[src/sv/hbo_pkg.sv]
// Shared types and constants for the histogram binning unit.
package hbo_pkg;

  localparam int DATA_W     = 32;
  localparam int SEL_W      = 8;
  localparam int RESULT_W   = 32;
  localparam int WIDTH_W    = 31;
  localparam int BINS_W     = 9;
  localparam int CLASS_W    = 2;
  localparam int ADDR_W     = 4;
  localparam int REG_IDX_W  = 2;
  localparam int DIV_STEPS  = 32;
  localparam int DIV_CNT_W  = $clog2(DIV_STEPS);

  localparam logic [REG_IDX_W-1:0] REG_RANGE_LOW  = 2'd0;
  localparam logic [REG_IDX_W-1:0] REG_RANGE_HIGH = 2'd1;
  localparam logic [REG_IDX_W-1:0] REG_BIN_WIDTH  = 2'd2;
  localparam logic [REG_IDX_W-1:0] REG_BINS_USED  = 2'd3;

  localparam logic [DATA_W-1:0]  RANGE_LOW_RST  = 32'd0;
  localparam logic [DATA_W-1:0]  RANGE_HIGH_RST = 32'd16777216;
  localparam logic [WIDTH_W-1:0] BIN_WIDTH_RST  = 31'd65536;
  localparam logic [BINS_W-1:0]  BINS_USED_RST  = 9'd256;

  typedef enum logic [CLASS_W-1:0] {
    CLS_BINNED = 2'd0,
    CLS_BELOW  = 2'd1,
    CLS_ABOVE  = 2'd2,
    CLS_READ   = 2'd3
  } sample_class_e;

  typedef struct packed {
    logic [DATA_W-1:0]  range_low;
    logic [DATA_W-1:0]  range_high;
    logic [WIDTH_W-1:0] width_of_bin;
    logic [BINS_W-1:0]  bins_in_use;
  } cfg_t;

  typedef struct packed {
    logic clr_step;
    logic load;
    logic bump;
    logic div_first;
    logic div_step;
    logic rd_bin;
    logic wr_bin;
    logic rd_sel;
    logic emit;
  } cmd_t;

  typedef struct packed {
    logic          clr_last;
    sample_class_e cls;
  } status_t;

endpackage

[src/sv/hbo_regs.sv]
// APB configuration registers of the histogram binning unit.
module hbo_regs
  import hbo_pkg::*;
(
  input  logic              clk_i,
  input  logic              rst_ni,
  input  logic              psel,
  input  logic              penable,
  input  logic              pwrite,
  input  logic [ADDR_W-1:0] paddr,
  input  logic [DATA_W-1:0] pwdata,
  output logic [DATA_W-1:0] prdata,
  output logic              pready,
  output cfg_t              cfg_o
);

  cfg_t                 cfg_q;
  logic                 wr_en;
  logic [REG_IDX_W-1:0] reg_idx;

  assign reg_idx = paddr[ADDR_W-1:ADDR_W-REG_IDX_W];
  assign wr_en   = psel && penable && pwrite;
  assign pready  = 1'b1;
  assign cfg_o   = cfg_q;

  always_ff @(posedge clk_i or negedge rst_ni) begin
    if (!rst_ni) begin
      cfg_q.range_low    <= RANGE_LOW_RST;
      cfg_q.range_high   <= RANGE_HIGH_RST;
      cfg_q.width_of_bin <= BIN_WIDTH_RST;
      cfg_q.bins_in_use  <= BINS_USED_RST;
    end else if (wr_en) begin
      case (reg_idx)
        REG_RANGE_LOW:  cfg_q.range_low    <= pwdata;
        REG_RANGE_HIGH: cfg_q.range_high   <= pwdata;
        REG_BIN_WIDTH:  cfg_q.width_of_bin <= pwdata[WIDTH_W-1:0];
        REG_BINS_USED:  cfg_q.bins_in_use  <= pwdata[BINS_W-1:0];
        default: ;
      endcase
    end
  end

  always_comb begin
    case (reg_idx)
      REG_RANGE_LOW:  prdata = cfg_q.range_low;
      REG_RANGE_HIGH: prdata = cfg_q.range_high;
      REG_BIN_WIDTH:  prdata = DATA_W'(cfg_q.width_of_bin);
      REG_BINS_USED:  prdata = DATA_W'(cfg_q.bins_in_use);
      default:        prdata = '0;
    endcase
  end

endmodule

[config.mk]
export PLATFORM = sky130hd
export DESIGN_NAME = hbo_regs
export DESIGN_NICKNAME = d
export VERILOG_FILES = /design/src/sv/hbo_pkg.sv /design/src/sv/hbo_regs.sv
export SDC_FILE = /design/constraint.sdc
export NUM_CORES = 1
export LEC_CHECK = 0
export BUFFER_PORTS_ARGS = -buffer_cell sky130_fd_sc_hd__buf_2
export CAP_MARGIN = 15
export CORE_MARGIN = 1
export CORE_UTILIZATION = 45
export DETAILED_ROUTE_END_ITERATION = 8
export PLACE_DENSITY = 0.85
export SLEW_MARGIN = 20
export SYNTH_ARGS = -nofsm -noshare
export SYNTH_HDL_FRONTEND = slang
export SYNTH_SLANG_ARGS = --single-unit
[constraint.sdc]
create_clock -name clk_i -period 1.6 [get_ports clk_i]
set_clock_uncertainty 0.2 [all_clocks]
set_input_delay 0.16 -clock clk_i [delete_from_list [all_inputs] [get_ports clk_i]]
set_output_delay 0.16 -clock clk_i [all_outputs]
set_load 0.02 [all_outputs]
==> summary.md, run 1 <==
| Metric | Value |
|---|---|
| Final period util | `113%` |
| Main combinational cell family by area after synthesis | `multiplexers` |
| Initial Util | `46.2%` |
| Synth Warn # | `0` |
| EDFF count, synth | `0` |
| Syn Area/Cell | `14.9 um^2` |
| CTS sink cnt | `104` |
| Total gr overflow | `0` |
| Diode count | `0` |
| Synth Area in Adders | `0%` |
| Chip width | `104 um` |
| Layout cell share with drive strength beyond 1 | `64.3%` |
| Syn nets | `357` |
| CP arrival | `1450 ps` |
| Final min period | `between 1500 and 2000 ps` |
| Pre-CTS WS | `-164 ps` |
| Core area | `10200 um^2` |
| Row count | `37` |
| Worst min path class | `in -> async` |
| Final wirelength | `13200 um` |
| HPWL Detailed | `8470 um` |
| XOR/XNOR Fraction of Synth Area | `0%` |
| Final Hold Viols | `0` |
| Post-Syn Area | `4720 um^2` |
| Seq/Total Area, Yosys | `a little under three fifths` |
| Crit path max fanout | `2` |
| Tot GR Track Use | `24.4%` |
| Port Buffers | `between 150 and 200` |
| Status | `finished with violations` |
| Syn-to-layout area delta | `44.5%` |
| Worst vdd ir | `between 0.7 and 0.8 mV` |
| LEAKAGE | `3.49 nW` |
| CTS Buf Count | `9` |
| Vias post-DR | `approximately 3700` |
| Startpoint types | `flip-flop` |
| Setup ws final | `-213 ps` |
| CP required | `1240 ps` |
| Initial DRC count | `186` |
| Antenna Nets Post-Route | `0` |
| Post-synth top flop | `dfrtp_1` |
| Simple logic cell fraction of the synthesized area | `2.76%` |
| Die span in y | `roughly 100 um` |
| Worst reg2reg startpoint | `cfg_o[17]` |
| Root Buffer | `clkbuf_8` |
| Worst Setup SP | `cfg_o[17]` |
| Gpl congestion | `0.801` |
| CTS max path bufs | `2` |
| Max FFs per register | `104` |
| Worst-path clk slew | `100 ps` |
| Netlist cell types | `24` |
| FMAX | `roughly 550 MHz` |
| Largest net degree at the start of global routing | `45` |
| Compound-Gate Fraction of Synth Area | `2.33%` |
| Reg-to-reg endpoint | `cfg_o[17]` |
| Max cap viols | `0` |
| R2R setup slack | `360 ps` |
| Critical Path Sink Type | `output port` |
| WL per Instance | `18.5 um` |
| P per Cell Area | `1370 nW/um^2` |
| Syn Inst Count | `316` |
| Number of vias per cell | `5.22` |
| Ys async rst share | `100%` |
| # DRC | `0` |
| DR pass1 iterations | `6` |
| Die footprint | `10900 um^2` |
| RSZ-0062 raised after global routing | `true` |
| Global-route wire length before repair | `around 20000 um` |
| Htree depth | `3` |
| Initial antenna violation count | `0` |
| Endpoints failing setup | `10` |
| Slew Viols, Final | `0` |
| Crit path kind | `reg -> out` |
| I/O pin cnt | `178` |
| Synthesis-stage register bit count | `104` |
| Fin nets | `between 600 and 700` |
| Failing checks | `setup timing` |
| CTS tree | `yes` |
| Clock Latency Late Sink | `~370 ps` |
| Vias in the first global route | `3853` |
| Utilization after layout | `66.7%` |
| Post-synthesis mux area share | `36.4%` |
| Cell count of the worst reg-to-reg path | `3` |
==> worst max-delay path, cell delays in order, from the launching register on <==
cell	delay (ps)
dfrtp_1	420
mux4_2	510
buf_6	160
==> cells by family (layout without fill, tap and decap cells) <==
logic type,after synthesis,count (layout)
flip-flops,104,104
buffers and inverters,23,287
multiplexers,136,136
other,1,1
AO/OA/AOI/OAI,22,22
AND/OR/NAND/NOR,30,30
==> placed cells by master (no fill, tap or decap), drive strengths merged <==
master | Yosys | layout
mux2 | 104 | 104
nand2 | 22 | 22
or2 | 1 | 1
buf | 18 | 237
dfstp | 3 | 3
o21ai | 22 | 22
inv | 1 | 2
or3 | 1 | 1
conb | 1 | 1
mux2i | 23 | 23
nor3 | 1 | 1
nor2 | 2 | 2
nand4 | 1 | 1
clkinv | 0 | 2
dfrtp | 101 | 101
nor2b | 1 | 1
nand3 | 1 | 1
clkbuf | 4 | 11
dlygate4sd3 | 0 | 33
bufinv | 0 | 2
mux4 | 9 | 9
==> worst max-delay path by stage <==
stage / to / slack [ps] / depth (start not counted)
2_1_floorplan: cfg_o[41] / 20 / 5
3_3_place_gp: cfg_o[4] / -150 / 5
3_5_place_dp: cfg_o[0] / -160 / 5
4_1_cts: prdata[5] / -210 / 2
5_1_grt: prdata[3] / -250 / 2
6_report: prdata[8] / -210 / 2
==> what timing repair did <==
| action | CTS | global route |
|---|---|---|
| buffers inserted | 18 | 21 |
| resized for setup | 20 | 6 |
| hold buffers | 33 | 0 |
| pin swaps | 0 | 1 |
| endpoints found under the hold margin | 206 | 0 |
| endpoints found under the setup margin | 11 | 21 |
==> metal layers <==
metal  global-route usage, %  share of wire [%]  wire [um]
met4                    11.9                3.6        480
met3                    3.38                3.6        473
met5                       0                  0          0
met2                    43.1                 53       6990
met1                    29.1                 40       5290
==> stage by stage <==
stage	hold WS (ps)	total power [mW]	setup TNS (ps)	cell area [um^2]	std cells
floorplan	-336	5.68	0	4720	316
global placement	-103	6.77	-9150	5890	628
detailed placement	-95.8	6.91	-11160	5890	628
CTS	37.0	9.12	-1590	6650	695
global route	83.9	9.73	-2050	6820	716
finish	50.9	9.32	-1560	6820	716
==> layout make-up <==
cell class	count	area (um^2)
Multi-Input combinational cell	189	1980
Inverter	1	3.75
Sequential cell	104	2610
Clock buffer	11	151
Fill cell	719	3410
Timing Repair Buffer	270	1830
Tap cell	136	170
Clock inverter	5	86.3
==> report_power, final <==
group          leakage [nW]  switching (mW)  internal (mW)  total, mW
clock                 0.120           0.924          0.979       1.90
combinational          2.10            1.94           1.75       3.70
sequential             1.27           0.471           3.25       3.72
total                  3.49            3.34           5.99       9.32
==> Yosys cell counts, types with 2 or more instances <==
master	number	area (um^2)
buf_2	10	50.1
buf_4	2	15.0
buf_6	2	22.5
buf_8	3	45.0
clkbuf_1	4	15.0
dfrtp_1	101	2530
dfstp_2	3	78.8
mux2_1	2	22.5
mux2_2	72	811
mux2_4	30	450
mux2i_1	23	230
mux4_2	9	203
nand2_1	22	82.6
nor2_1	2	7.51
o21ai_0	22	110
(Power assumes the default switching activity.)
==> inputs of run 2 (changes only) <==
--- a/config.mk
+++ b/config.mk
@@ -11,6 +11,7 @@
 export CORE_UTILIZATION = 45
 export DETAILED_ROUTE_END_ITERATION = 8
 export PLACE_DENSITY = 0.85
+export REMOVE_ABC_BUFFERS = 1
 export SLEW_MARGIN = 20
 export SYNTH_ARGS = -nofsm -noshare
 export SYNTH_HDL_FRONTEND = slang
==> run 2 against run 1 <==
The flow still finishes with violations (setup timing). Largest cell class unchanged. Maximum frequency rose by 1.7%. Critical path depth did not move. Sequential power barely moved. Global-route usage fell by 0.85 points. Utilization rose by 0.23 points. Non-clock buffer count rose by 3. Final area rose by 0.35%. Final cell count rose by 0.42%. Sequential cell count did not move. Combinational power barely moved. Count of clock-buffer cells in the layout rose by 1.
==> summary.md, run 2 (synthesized netlist as in run 1, its figures left out) <==
| Metric | Value |
|---|---|
| DR pass1 iterations | `7` |
| Failing checks | `setup timing` |
| Largest net degree at the start of global routing | `31` |
| Worst min path class | `in -> async` |
| Die footprint | `approximately 11000 um^2` |
| Vias in the first global route | `3848` |
| CTS tree | `yes` |
| Inst Count DP | `627` |
| Diode count | `0` |
| Filler cell count | `722` |
| FMAX | `around 560 MHz` |
| Final wirelength | `between 10000 and 15000 um` |
| HPWL Detailed | `a little over 8000 um` |
| P per Cell Area | `between 1000 and 1500 nW/um^2` |
| Row count | `37` |
| Crit path max fanout | `3` |
| Initial Util | `a little under half` |
| Worst-path clk slew | `~100 ps` |
| Vias post-DR | `3716` |
| Post-Layout Cell Count | `~720` |
| Gpl congestion | `0.755` |
| DP Area | `5930 um^2` |
| Syn-to-layout area delta | `45.0%` |
| Status | `finished with violations` |
| Port Buffers | `174` |
| Final hold slack | `between 50 and 60 ps` |
| CTS Buf Count | `9` |
| CTS max path bufs | `2` |
| Critical Path Sink Type | `output port` |
| Initial antenna violation count | `0` |
| Chip width | `104 um` |
| Root Buffer | `clkbuf_8` |
| CTS sink cnt | `~100` |
| LEAKAGE | `3.50 nW` |
| Worst vdd ir | `approximately 0.67 mV` |
| Core area | `10200 um^2` |
| Finished layout cell area | `about 6800 um^2` |
| Layout cell share with drive strength beyond 1 | `64.3%` |
| Crit path kind | `reg -> out` |
| Global-route wire length before repair | `20200 um` |
| Tot GR Track Use | `23.6%` |
| RSZ-0062 raised after global routing | `true` |
| Die span in y | `104 um` |
| Most frequent cells in the layout | `buf_2 (158), dfrtp_1 (101), mux2_2 (72)` |
| Startpoint types | `flip-flop` |
| WL per Instance | `17.6 um` |
| Initial DRC count | `162` |
| Number of vias per cell | `between 5 and 6` |
| Final min period | `between 1500 and 2000 ps` |
| Htree depth | `3` |
| Final period util | `111%` |
| Final Hold Viols | `0` |
| Slew Viols, Final | `0` |
| Total gr overflow | `0` |
| CP required | `about 1200 ps` |
| Clock Latency Late Sink | `approximately 360 ps` |
| Max cap viols | `0` |
| # DRC | `0` |
| Endpoints failing setup | `10` |
| CP arrival | `1420 ps` |
| Antenna Nets Post-Route | `0` |
| Max FFs per register | `between 100 and 150` |
| Fin nets | `a little over 600` |
| I/O pin cnt | `178` |
| Commonest non-fill, non-tap cell in the layout | `buf_2` |
| Setup ws final | `-182 ps` |
## run 2: changes by cell type in the layout (fill, tap and decap cells not counted), sizes merged
cell      change
clkbuf        +1
buf           +3
clkinvlp      +2
inv           -1
bufinv        -2
## run 2: worst max-delay path, cell delays in order (launching register included)
cell	delay [ps]
dfrtp_1	420
mux4_2	490
buf_6	150
## run 2: per-stage QoR
stage	power (mW)	worst slack (ps)	TNS (ps)	util (%)
2_1_floorplan	5.62	-721	-58610	-
3_3_place_gp	6.74	-66.6	-2070	58.0
3_5_place_dp	6.87	-87.8	-3330	58.0
4_1_cts	8.73	-196	-1490	65.0
5_1_grt	9.40	-228	-2000	66.9
6_report	8.99	-182	-1400	66.9
## run 2: path summary, 6_finish.rpt
| path | endpoint | from | slack [ps] | cells after the start |
|---|---|---|---|---|
| setup / recovery | prdata[3] | cfg_o[3] | -180 | 2 |
| hold / removal | cfg_o[44] | rst_ni | 60 | 2 |
| min in group clk_i | cfg_o[0] | paddr[2] | 250 | 4 |
| hold reg to reg | cfg_o[78] | cfg_o[78] | 340 | 1 |
| max in group asynchronous | cfg_o[64] | rst_ni | 560 | 3 |
| setup reg to reg | cfg_o[13] | cfg_o[13] | 370 | 3 |
## run 2: metal layers
layer,GRT usage [%],part of all wire [%]
met4,7.14,1.5
met2,42.0,53
met5,0,0
met3,4.07,4.8
met1,29.1,41
## run 2: area by class of cell
type	count	area (um^2)	share of cell area, %
multi-input combinational	189	1980	28.9
clock inverter	4	28.8	0.420
sequential	104	2610	38.1
inverter	1	3.75	0.0548
tap	136	170	2.49
clock buffer	12	155	2.27
timing repair buffer	273	1900	27.8
## run 2: timing repair
item / in CTS / in global routing
setup endpoints to repair: 21 / 28
cloned: 0 / 0
hold buffers: 33 / 0
hold endpoints to repair: 205 / 0
resized for setup: 21 / 18
setup buffers: 19 / 24
## run 2: report_power, final
| group | switching [mW] | leakage (nW) | internal (mW) | total (mW) |
|---|---|---|---|---|
| Sequential | 0.471 | 1.27 | 3.25 | 3.72 |
| Clock | 0.900 | 0.0886 | 0.653 | 1.55 |
| Combinational | 1.92 | 2.14 | 1.79 | 3.71 |
| Total | 3.29 | 3.50 | 5.70 | 8.99 |
