$ cat config.mk
export PLATFORM = sky130hd
export DESIGN_NAME = hbo_ctrl
export DESIGN_NICKNAME = d
export VERILOG_FILES = /design/src/sv/hbo_pkg.sv /design/src/sv/hbo_ctrl.sv
export SDC_FILE = /design/constraint.sdc
export NUM_CORES = 1
export LEC_CHECK = 0
export ABC_AREA = 1
export BUFFER_PORTS_ARGS = -buffer_cell sky130_fd_sc_hd__buf_2
export CELL_PAD_IN_SITES_DETAIL_PLACEMENT = 1
export CELL_PAD_IN_SITES_GLOBAL_PLACEMENT = 2
export CORE_MARGIN = 10
export CORE_UTILIZATION = 28
export CTS_BUF_LIST = sky130_fd_sc_hd__clkbuf_8
export CTS_CLUSTER_DIAMETER = 60
export DETAILED_ROUTE_END_ITERATION = 6
export PLACE_DENSITY = 0.86
export REMOVE_ABC_BUFFERS = 1
export SETUP_SLACK_MARGIN = 0.2
export SLEW_MARGIN = 20
export SYNTH_ARGS = -nofsm -noshare
export SYNTH_HDL_FRONTEND = slang
export SYNTH_SLANG_ARGS = --single-unit
$ cat constraint.sdc
create_clock -name clk_i -period 2 [get_ports clk_i]
set_clock_uncertainty 0.2 [all_clocks]
set_input_delay 0.5 -clock clk_i [delete_from_list [all_inputs] [get_ports clk_i]]
set_output_delay 0.5 -clock clk_i [all_outputs]
set_load 0.03 [all_outputs]
$ cat src/sv/hbo_pkg.sv
// Shared types and constants for the histogram binning unit.
package hbo_pkg;

  localparam int DATA_W     = 32;
  localparam int SEL_W      = 8;
  localparam int RESULT_W   = 32;
  localparam int WIDTH_W    = 31;
  localparam int BINS_W     = 9;
  localparam int CLASS_W    = 2;
  localparam int ADDR_W     = 4;
  localparam int REG_IDX_W  = 2;
  localparam int DIV_STEPS  = 32;
  localparam int DIV_CNT_W  = $clog2(DIV_STEPS);

  localparam logic [REG_IDX_W-1:0] REG_RANGE_LOW  = 2'd0;
  localparam logic [REG_IDX_W-1:0] REG_RANGE_HIGH = 2'd1;
  localparam logic [REG_IDX_W-1:0] REG_BIN_WIDTH  = 2'd2;
  localparam logic [REG_IDX_W-1:0] REG_BINS_USED  = 2'd3;

  localparam logic [DATA_W-1:0]  RANGE_LOW_RST  = 32'd0;
  localparam logic [DATA_W-1:0]  RANGE_HIGH_RST = 32'd16777216;
  localparam logic [WIDTH_W-1:0] BIN_WIDTH_RST  = 31'd65536;
  localparam logic [BINS_W-1:0]  BINS_USED_RST  = 9'd256;

  typedef enum logic [CLASS_W-1:0] {
    CLS_BINNED = 2'd0,
    CLS_BELOW  = 2'd1,
    CLS_ABOVE  = 2'd2,
    CLS_READ   = 2'd3
  } sample_class_e;

  typedef struct packed {
    logic [DATA_W-1:0]  range_low;
    logic [DATA_W-1:0]  range_high;
    logic [WIDTH_W-1:0] width_of_bin;
    logic [BINS_W-1:0]  bins_in_use;
  } cfg_t;

  typedef struct packed {
    logic clr_step;
    logic load;
    logic bump;
    logic div_first;
    logic div_step;
    logic rd_bin;
    logic wr_bin;
    logic rd_sel;
    logic emit;
  } cmd_t;

  typedef struct packed {
    logic          clr_last;
    sample_class_e cls;
  } status_t;

endpackage

$ cat src/sv/hbo_ctrl.sv
// Controller state machine sequencing clear, classify, divide, update and report.
module hbo_ctrl
  import hbo_pkg::*;
(
  input  logic    clk_i,
  input  logic    rst_ni,
  input  logic    start,
  output logic    busy,
  input  status_t status_i,
  output cmd_t    cmd_o
);

  typedef enum logic [2:0] {
    S_CLEAR,
    S_IDLE,
    S_CLASS,
    S_DIV,
    S_RD_BIN,
    S_WR_BIN,
    S_RD_SEL,
    S_OUT
  } state_e;

  state_e               state_q;
  logic [DIV_CNT_W-1:0] cnt_q;

  always_ff @(posedge clk_i or negedge rst_ni) begin
    if (!rst_ni) begin
      state_q <= S_CLEAR;
      cnt_q   <= '0;
    end else begin
      case (state_q)
        S_CLEAR: begin
          if (status_i.clr_last) begin
            state_q <= S_IDLE;
          end
        end
        S_IDLE: begin
          if (start) begin
            state_q <= S_CLASS;
          end
        end
        S_CLASS: begin
          cnt_q <= '0;
          if (status_i.cls == CLS_BINNED) begin
            state_q <= S_DIV;
          end else begin
            state_q <= S_RD_SEL;
          end
        end
        S_DIV: begin
          cnt_q <= cnt_q + DIV_CNT_W'(1);
          if (cnt_q == DIV_CNT_W'(DIV_STEPS - 1)) begin
            state_q <= S_RD_BIN;
          end
        end
        S_RD_BIN: state_q <= S_WR_BIN;
        S_WR_BIN: state_q <= S_RD_SEL;
        S_RD_SEL: state_q <= S_OUT;
        S_OUT:    state_q <= S_IDLE;
        default:  state_q <= S_IDLE;
      endcase
    end
  end

  always_comb begin
    cmd_o           = '0;
    cmd_o.clr_step  = state_q == S_CLEAR;
    cmd_o.load      = state_q == S_IDLE && start;
    cmd_o.bump      = state_q == S_CLASS;
    cmd_o.div_first = state_q == S_DIV && cnt_q == '0;
    cmd_o.div_step  = state_q == S_DIV;
    cmd_o.rd_bin    = state_q == S_RD_BIN;
    cmd_o.wr_bin    = state_q == S_WR_BIN;
    cmd_o.rd_sel    = state_q == S_RD_SEL;
    cmd_o.emit      = state_q == S_OUT;
  end

  assign busy = state_q != S_IDLE;

  a_div_len: assert property (@(posedge clk_i) disable iff (!rst_ni)
    cmd_o.div_first |-> ##31 (state_q == S_DIV) ##1 (state_q == S_RD_BIN))
    else $error("divider ran the wrong number of steps");

endmodule

==> results of run 1 <==
## worst max path at each step
| stage | to | cells past startpoint |
|---|---|---|
| 4_1_cts | cmd_o[5] | 4 |
| 2_1_floorplan | cmd_o[5] | 3 |
| 6_report | cmd_o[5] | 3 |
| 3_3_place_gp | cmd_o[2] | 5 |
| 3_5_place_dp | cmd_o[2] | 5 |
| 5_1_grt | cmd_o[5] | 3 |
## sequential cells by signal, summed over array words and instances, names as in the netlist
signal   flops
cnt_q        5
state_q      3
## kinds of logic after synthesis
logic type,share of synthesized area
simple gates,0.393
buf+inv,0.108
compound gates,0.0868
flops,0.347
fa+ha+maj,0.0651
## where the power goes
group | switching (mW) | internal (mW)
Clock | 0.0633 | 0.130
Combinational | 0.774 | 0.675
Sequential | 0.110 | 0.227
## metrics by stage
| step | TNS, ns | hold slack, ns | std cells |
|---|---|---|---|
| finish | 0 | 0.384 | 150 |
| floorplan | -0.306 | 0.00441 | 78 |
| CTS | 0 | 0.374 | 141 |
| detailed placement | 0 | 0.157 | 125 |
| global placement | 0 | 0.153 | 125 |
| global route | -0.0249 | 0.420 | 150 |
## routing by layer
layer,track usage,share of wire,wire length (um),up-vias
li1,-,-,-,337
met1,0.100,0.37,978,365
met2,0.201,0.57,1510,21
met3,0.0254,0.028,75,8
met4,0.0401,0.031,83,0
met5,0,0,0,-
## cell type report
cell class,count,share of cell area
Sequential cell,8,0.184
Multi-Input combinational cell,56,0.373
Timing Repair Buffer,42,0.320
Clock buffer,3,0.0373
Tap cell,27,0.0305
Inverter,14,0.0543
## synthesized netlist by cell type, drive strengths merged
cell type / count
nor2: 20
nand2: 15
inv: 14
dfrtp: 8
nand3: 6
o21ai: 5
ha: 3
a21oi: 2
buf: 1
nand3b: 1
nand4: 1
nor4: 1
o21bai: 1
o31ai: 1
## critical path, stage by stage (launching register included)
cell and delay [ns]:
dfrtp_2 0.50, nand3_4 0.11, nor4_2 0.21, buf_4 0.20
## repair_timing
action	4_1_cts	5_1_grt
hold buffers	1	0
gates resized for setup	27	31
cloned	0	0
hold endpoints to repair	8	0
buffers inserted	12	9
pin swaps	4	12
endpoints found under the setup margin	10	11
==> metrics, run 1 <==
status=complete, no violations; Num CTS Buffers=3; top-area cell type share of the netlist area=0.347; most common cell after layout, fill and taps aside=buf_4; maximum clock path buffer count=2; fraction of layout cells with a size suffix above 1=0.626; Max IR drop VDD=~0.0007 V; worst-case reg-to-reg path depth=10; vias in the first global route=between 700 and 800; area grow syn2layout=91.8%; hpwl dp=about 1400 um; CP startpoint=state_q[1]; RSZ-0062 raised after global routing=true; Startpoint Class=register; Final period util=0.979; final worst setup slack=between 0.04 and 0.05 ns; gr ovfl total=0; core area=between 1500 and 2000 sq um; Layout Utilization=0.564; drt drc=0; max-cap violation count=0; R2R setup slack=around 0.19 ns; worst min path class=register to register; hold depth=2; IO Pins=16; Initial Utilization=0.294; CTS sink cnt=8; GRT Total Usage=0.103; Starting DRT DRC Count=22; H-tree depth=1; Yosys cell types=20; relative slew slack=0.833; # fillers=245; critical path arrival=between 1 and 1.5 ns; Hold Path End=cnt_q[1]; initial antenna violation count=0; Area contributors post-synth=dfrtp_1, nor2_1, nand2_1; Clk Tree Root Cell=clkbuf_8; Placed Area=716 sq um; CTS tree=done; # nets final=~130; die area=~4300 sq um; IO Port Bufs=15; worst path required time=between 1 and 1.5 ns; Die Wd=between 60 and 70 um; Syn Inst Count=79; Fmax=a little over 500 MHz; Critical Path Sink Type=primary output; Crit Path Max Fanout=6; first-pass GRT wire length=around 3500 um; Hold Crit Start=cnt_q[1]; number of cell rows=16; total number of vias=around 730; ANT nets after route=0; RR Startpoint=cnt_q[1]; LEAKAGE=roughly 0.55 nW; drt total wl=about 2600 um; Diodes inserted=0; synthesized area per cell=7.30 sq um; clk_lat worst skew=0.23 ns; DR pass1 iterations=4; GP Congestion=a little under 0.8; crit path time final=1.96 ns; vias per std cell=just under 5; most frequent cells in the layout=buf_4, buf_6, nand2_1; pin count of the biggest net entering global routing=9; final setup fails=0; Ys Warns=0; sequential fraction of the synthesis area=0.347; Worst-Margin Slew=around 0.25 ns; Overall Power=just under 2 mW; Die Ht=between 60 and 70 um; Synth Cell Area=approximately 580 sq um; R2R Path End=state_q[2]; dpl ws=0.121 ns; final instance area=about 1100 sq um; final number of max-transition violations=0; CTS clock-pin slew for the worst setup and hold paths=approximately 0.04 ns; WS Path Type=register to primary output; register area=between 200 and 250 sq um; Cell Pwr Density=approximately 1800 nW/um^2; post-synth top area cell=dfrtp_1; WL per Instance=17.6 um; Final Hold Vio Count=0; Seq cells post-synth=8; Multi-input gate area=about 410 sq um
No activity file was read; power rests on OpenSTA's default activity.
==> inputs of run 2 (changes only) <==
--- a/config.mk
+++ b/config.mk
@@ -14,9 +14,8 @@
 export CTS_BUF_LIST = sky130_fd_sc_hd__clkbuf_8
 export CTS_CLUSTER_DIAMETER = 60
 export DETAILED_ROUTE_END_ITERATION = 6
-export PLACE_DENSITY = 0.86
+export PLACE_DENSITY_LB_ADDON = 0.25
 export REMOVE_ABC_BUFFERS = 1
-export SETUP_SLACK_MARGIN = 0.2
 export SLEW_MARGIN = 20
 export SYNTH_ARGS = -nofsm -noshare
 export SYNTH_HDL_FRONTEND = slang
==> metrics, run 2 (synthesis results as in run 1) <==
most common cell after layout, fill and taps aside=buf_4; critical path arrival=1.30 ns (+0.04 ns); IO Port Bufs=15 (unchanged); Critical Path Sink Type=primary output; number of cell rows=16 (unchanged); hold depth=2 (unchanged); IO Pins=16 (unchanged); Clk Tree Root Cell=clkbuf_8; Worst-Margin Slew=0.249 ns (-0.00112 ns); pin count of the biggest net entering global routing=9 (unchanged); WL per Instance=13.3 um (-25%); Die Ht=65.4 um (unchanged); Die Wd=65.4 um (unchanged); non-filler cells, final=138 (-8.0%); Overall Power=1.52 mW (-23%); Hold Path End=cnt_q[1]; first-pass GRT wire length=2860 um (-19%); RR Startpoint=cnt_q[0]; Fmax=499 MHz (-2.3%); CP delay by family, top=flip-flops; core area=1960 sq um (unchanged); worst-case reg-to-reg path depth=10 (unchanged); worst hold margin=0.385 ns (+0.000625 ns); hpwl dp=1300 um (-4.8%); worst path required time=1.30 ns (about the same); drt total wl=1830 um (-31%); gr ovfl total=0 (unchanged); final worst setup slack=-0.00475 ns (-0.0462 ns); Diodes inserted=0 (unchanged); ANT nets after route=0 (unchanged); Worst path max stage delay=0.43 ns (-0.07 ns); failing checks=setup timing; relative slew slack=0.834 (about the same); DR pass1 iterations=4 (unchanged); die area=4280 sq um (unchanged); Crit path buffers/inverters=2 (+1); dpl ws=0.163 ns (+0.0421 ns); RSZ-0062 raised after global routing=true; DP Cell Count=126 (+0.80%); total number of vias=622 (-15%); CP max stage cell=dfrtp_2; vias per std cell=4.51 (-7.5%); Startpoint Class=register; Max IR drop VDD=0.000508 V (-28%); status=finished with violations; LEAKAGE=0.473 nW (-13%); worst-path cell chain=inv_4 > nand3_4 > nor4_4 > buf_4; # nets final=122 (-9.0%); CTS clock-pin slew for the worst setup and hold paths=0.04 ns (about the same); maximum clock path buffer count=2 (unchanged); Hold Crit Start=cnt_q[1]; Final Hold Vio Count=0 (unchanged); final setup fails=1 (+1); Crit Path Max Fanout=5 (-1); initial antenna violation count=0 (unchanged); GRT Total Usage=0.0837 (-0.0193); final number of max-transition violations=0 (unchanged); register name with the most flops=cnt_q; largest registers=cnt_q: 5 flops, state_q: 3 flops; worst min path class=register to register; max FFs per register=5 (unchanged); Initial Utilization=0.294 (unchanged); clk_lat worst skew=0.23 ns (about the same); Final period util=1.00 (+0.0231); Critical Path Stages=4 (+1); CTS sink cnt=8 (unchanged); Num CTS Buffers=3 (unchanged); drt drc=0 (unchanged); fraction of layout cells with a size suffix above 1=0.459 (-0.167); R2R Path End=state_q[2]; CTS tree=done; vias in the first global route=642 (-16%); H-tree depth=1 (unchanged); crit path time final=2.00 ns (+0.0462 ns); Cell Pwr Density=1720 nW/um^2 (-4.0%); max-cap violation count=0 (unchanged); GP Congestion=0.727 (-7.9%); WS Path Type=register to primary output; R2R setup slack=0.28 ns (+0.09 ns); most frequent cells in the layout=buf_4, nor2_1, nand2_1; Starting DRT DRC Count=9 (-59%); area grow syn2layout=52.9%
==> run 2: cell types whose count changed in the layout (fill, tap and decap cells not counted), moves of 2 or more <==
| cell | delta |
|---|---|
| buf_6 | -12 |
| buf_2 | +7 |
| buf_4 | -7 |
| nor2_1 | +6 |
| nor2_4 | -5 |
| nand2_1 | +4 |
| nand2_2 | -3 |
| ha_1 | +2 |
| inv_1 | +2 |
==> run 2: through the flow <==
stage,TNS (ns),utilization,area (sq um)
3_3_place_gp,0,0.369,723
4_1_cts,0,0.416,817
3_5_place_dp,0,0.369,723
6_report,-0.00475,0.450,882
5_1_grt,-0.0455,0.450,882
2_1_floorplan,-0.306,-,569
==> run 2: worst max path at each step <==
| stage | startpoint | to | slack [ns] |
|---|---|---|---|
| 3_5_place_dp | cnt_q[0] | cmd_o[5] | 0.16 |
| 2_1_floorplan | state_q[2] | cmd_o[5] | -0.31 |
| 6_report | state_q[2] | cmd_o[5] | -0.005 |
| 4_1_cts | state_q[2] | cmd_o[5] | 0.004 |
| 3_3_place_gp | cnt_q[0] | cmd_o[5] | 0.19 |
| 5_1_grt | state_q[2] | cmd_o[5] | -0.03 |
==> run 2: where the power goes <==
group	total (mW)	switching (mW)	internal, mW
Combinational	0.994	0.584	0.410
Sequential	0.325	0.0980	0.227
Clock	0.197	0.0666	0.131
==> run 2: worst min-delay path: stages (launching register included) <==
cell,delay [ns]
dfrtp_1,0.39
inv_2,0.07
o21ai_0,0.08
==> run 2: area by class of cell <==
| cell class | count | area [sq um] |
|---|---|---|
| Clock buffer | 3 | 41.3 |
| Fill cell | 261 | 1080 |
| Inverter | 14 | 57.6 |
| Multi-Input combinational cell | 56 | 344 |
| Sequential cell | 8 | 204 |
| Tap cell | 27 | 33.8 |
| Timing Repair Buffer | 30 | 201 |
==> run 2: what timing repair did <==
action                                 in CTS  in global routing
endpoints found under the hold margin       8                  0
pin swaps                                   1                  2
setup buffers                               5                  3
gates cloned                                0                  0
hold buffers                                1                  0
resized for setup                           4                 15
setup endpoints to repair                   2                  3
==> run 2: per-layer routing <==
metal  routed length, um  track usage  up-vias
li1                    -            -      312
met1                 808       0.0913      297
met2                 923        0.139       10
met3                  84       0.0373        3
met4                  15       0.0321        0
met5                   0            0        -
==> inputs of run 3 (changes only) <==
--- a/config.mk
+++ b/config.mk
@@ -10,12 +10,13 @@
 export CELL_PAD_IN_SITES_DETAIL_PLACEMENT = 1
 export CELL_PAD_IN_SITES_GLOBAL_PLACEMENT = 2
 export CORE_MARGIN = 10
-export CORE_UTILIZATION = 28
-export CTS_BUF_LIST = sky130_fd_sc_hd__clkbuf_8
+export CORE_UTILIZATION = 26
+export CTS_BUF_LIST = sky130_fd_sc_hd__clkbuf_8 sky130_fd_sc_hd__clkbuf_16
 export CTS_CLUSTER_DIAMETER = 60
 export DETAILED_ROUTE_END_ITERATION = 6
 export PLACE_DENSITY_LB_ADDON = 0.25
 export REMOVE_ABC_BUFFERS = 1
+export SKIP_CTS_REPAIR_TIMING = 1
 export SLEW_MARGIN = 20
 export SYNTH_ARGS = -nofsm -noshare
 export SYNTH_HDL_FRONTEND = slang
==> metrics, run 3 (synthesis results as in run 1) <==
Diodes inserted=0 (unchanged); max-cap violation count=0 (unchanged); vias in the first global route=650 (+1.2%); most frequent cells in the layout=buf_4, nor2_1, nand2_1; Worst path max stage delay=0.40 ns (-0.03 ns); WL per Instance=12.6 um (-5.1%); drt total wl=1750 um (-4.4%); Starting DRT DRC Count=7 (-2); LEAKAGE=0.476 nW (+0.45%); IO Pins=16 (unchanged); Hold Crit Start=cnt_q[1]; area grow syn2layout=50.8%; Crit Path Max Fanout=3 (-2); vias per std cell=4.40 (-2.5%); Initial Utilization=0.282 (-0.0115); max FFs per register=5 (unchanged); ANT nets after route=0 (unchanged); GRT Total Usage=0.0800 (-0.00372); core area=2040 sq um (+4.1%); CP startpoint=cnt_q[0]; Final Hold Vio Count=0 (unchanged); number of cell rows=16 (unchanged); status=complete, no violations; final worst setup slack=0.0667 ns (+0.0715 ns); total number of vias=611 (-1.8%); critical path arrival=1.23 ns (-0.07 ns); Die Ht=67.1 um (+2.6%); clk_lat worst skew=0.23 ns (about the same); register name with the most flops=cnt_q; dpl ws=0.155 ns (-0.00787 ns); crit path time final=1.93 ns (-0.0715 ns); CP max stage cell=dfrtp_1; gr ovfl total=0 (unchanged); Startpoint Class=register; pin count of the biggest net entering global routing=9 (unchanged); relative slew slack=0.864 (+0.0302); RR Startpoint=cnt_q[0]; Worst-Margin Slew=0.204 ns (-0.0453 ns); Critical Path Sink Type=primary output; Clk Tree Root Cell=clkbuf_8; fraction of layout cells with a size suffix above 1=0.438 (-0.0220); RSZ-0062 raised after global routing=true; hpwl dp=1340 um (+3.8%); CTS sink cnt=8 (unchanged); IO Port Bufs=15 (unchanged); DR pass1 iterations=2 (-2); worst min path class=register to register; WS Path Type=register to primary output; CTS tree=done; Crit path buffers/inverters=2 (unchanged); final setup fails=0 (-1); DP Cell Count=126 (unchanged); drt drc=0 (unchanged); CP delay by family, top=flip-flops; Fmax=517 MHz (+3.7%); die area=4500 sq um (+5.3%); worst path required time=1.30 ns (about the same); CTS clock-pin slew for the worst setup and hold paths=0.04 ns (about the same); first-pass GRT wire length=2840 um (-0.98%); non-filler cells, final=139 (+0.72%); initial antenna violation count=0 (unchanged); most common cell after layout, fill and taps aside=buf_4; final number of max-transition violations=0 (unchanged); Cell Pwr Density=1680 nW/um^2 (-2.4%); H-tree depth=1 (unchanged); # nets final=123 (+0.82%); Die Wd=67.1 um (+2.6%); Num CTS Buffers=3 (unchanged); Final period util=0.967 (-0.0357); Max IR drop VDD=0.000583 V (+15%); maximum clock path buffer count=2 (unchanged); worst-path cell chain=inv_2 > ha_1 > nand2_1 > nor4_2 > buf_4; largest registers=cnt_q: 5 flops, state_q: 3 flops; GP Congestion=0.731 (+0.63%)
[run 3: cell count changes in the layout (fill, tap and decap cells not counted), sizes merged]
cell | before | now
buf | 29 | 28
clkbuf | 3 | 5
[run 3: cell type report]
type	count	area, sq um
fillers	277	1170
multi-input cells	56	325
repair buffers	31	208
flip-flops and latches	8	204
inverters	14	57.6
clock buffers	3	41.3
well taps	27	33.8
[run 3: final timing paths]
path,end,slack [ns],depth (start not counted)
min,cnt_q[1],0.38,2
min reg2reg,cnt_q[1],0.38,2
max,cmd_o[5],0.07,5
min in group asynchronous,cnt_q[0],0.45,2
max in group asynchronous,state_q[2],0.96,2
max reg2reg,state_q[0],0.26,9
[run 3: stage by stage]
stage | TNS (ns) | instance area (sq um) | hold slack, ns | utilization | power, mW
detailed placement | 0 | 723 | 0.159 | 0.354 | 1.11
CTS | -0.181 | 764 | -0.0874 | 0.374 | 1.32
finish | 0 | 870 | 0.380 | 0.426 | 1.46
floorplan | -0.306 | 569 | 0.00441 | - | 0.816
global route | -0.0426 | 870 | 0.421 | 0.426 | 1.60
global placement | 0 | 723 | 0.156 | 0.354 | 1.09
[run 3: per-layer routing]
layer	global-route usage	routed length, um	share of wire	vias to the layer above
met5	0	0	0	-
met4	0.0154	8	0.0046	0
met3	0.0351	103	0.059	2
met2	0.137	858	0.49	10
met1	0.0898	782	0.45	287
li1	-	-	-	312
[run 3: power by group]
part	switching (mW)	internal, mW	total [mW]
sequential	0.0900	0.227	0.317
combinational	0.550	0.399	0.949
clock	0.0631	0.130	0.193
total	0.703	0.756	1.46
[run 3: worst register-to-register path: stages (launching register included)]
cell,delay (ns)
dfrtp_1,0.40
buf_4,0.15
buf_4,0.12
ha_1,0.20
nand2_1,0.09
nor2_1,0.05
ha_1,0.20
nor2_2,0.13
nor2_1,0.06
o21ai_1,0.07
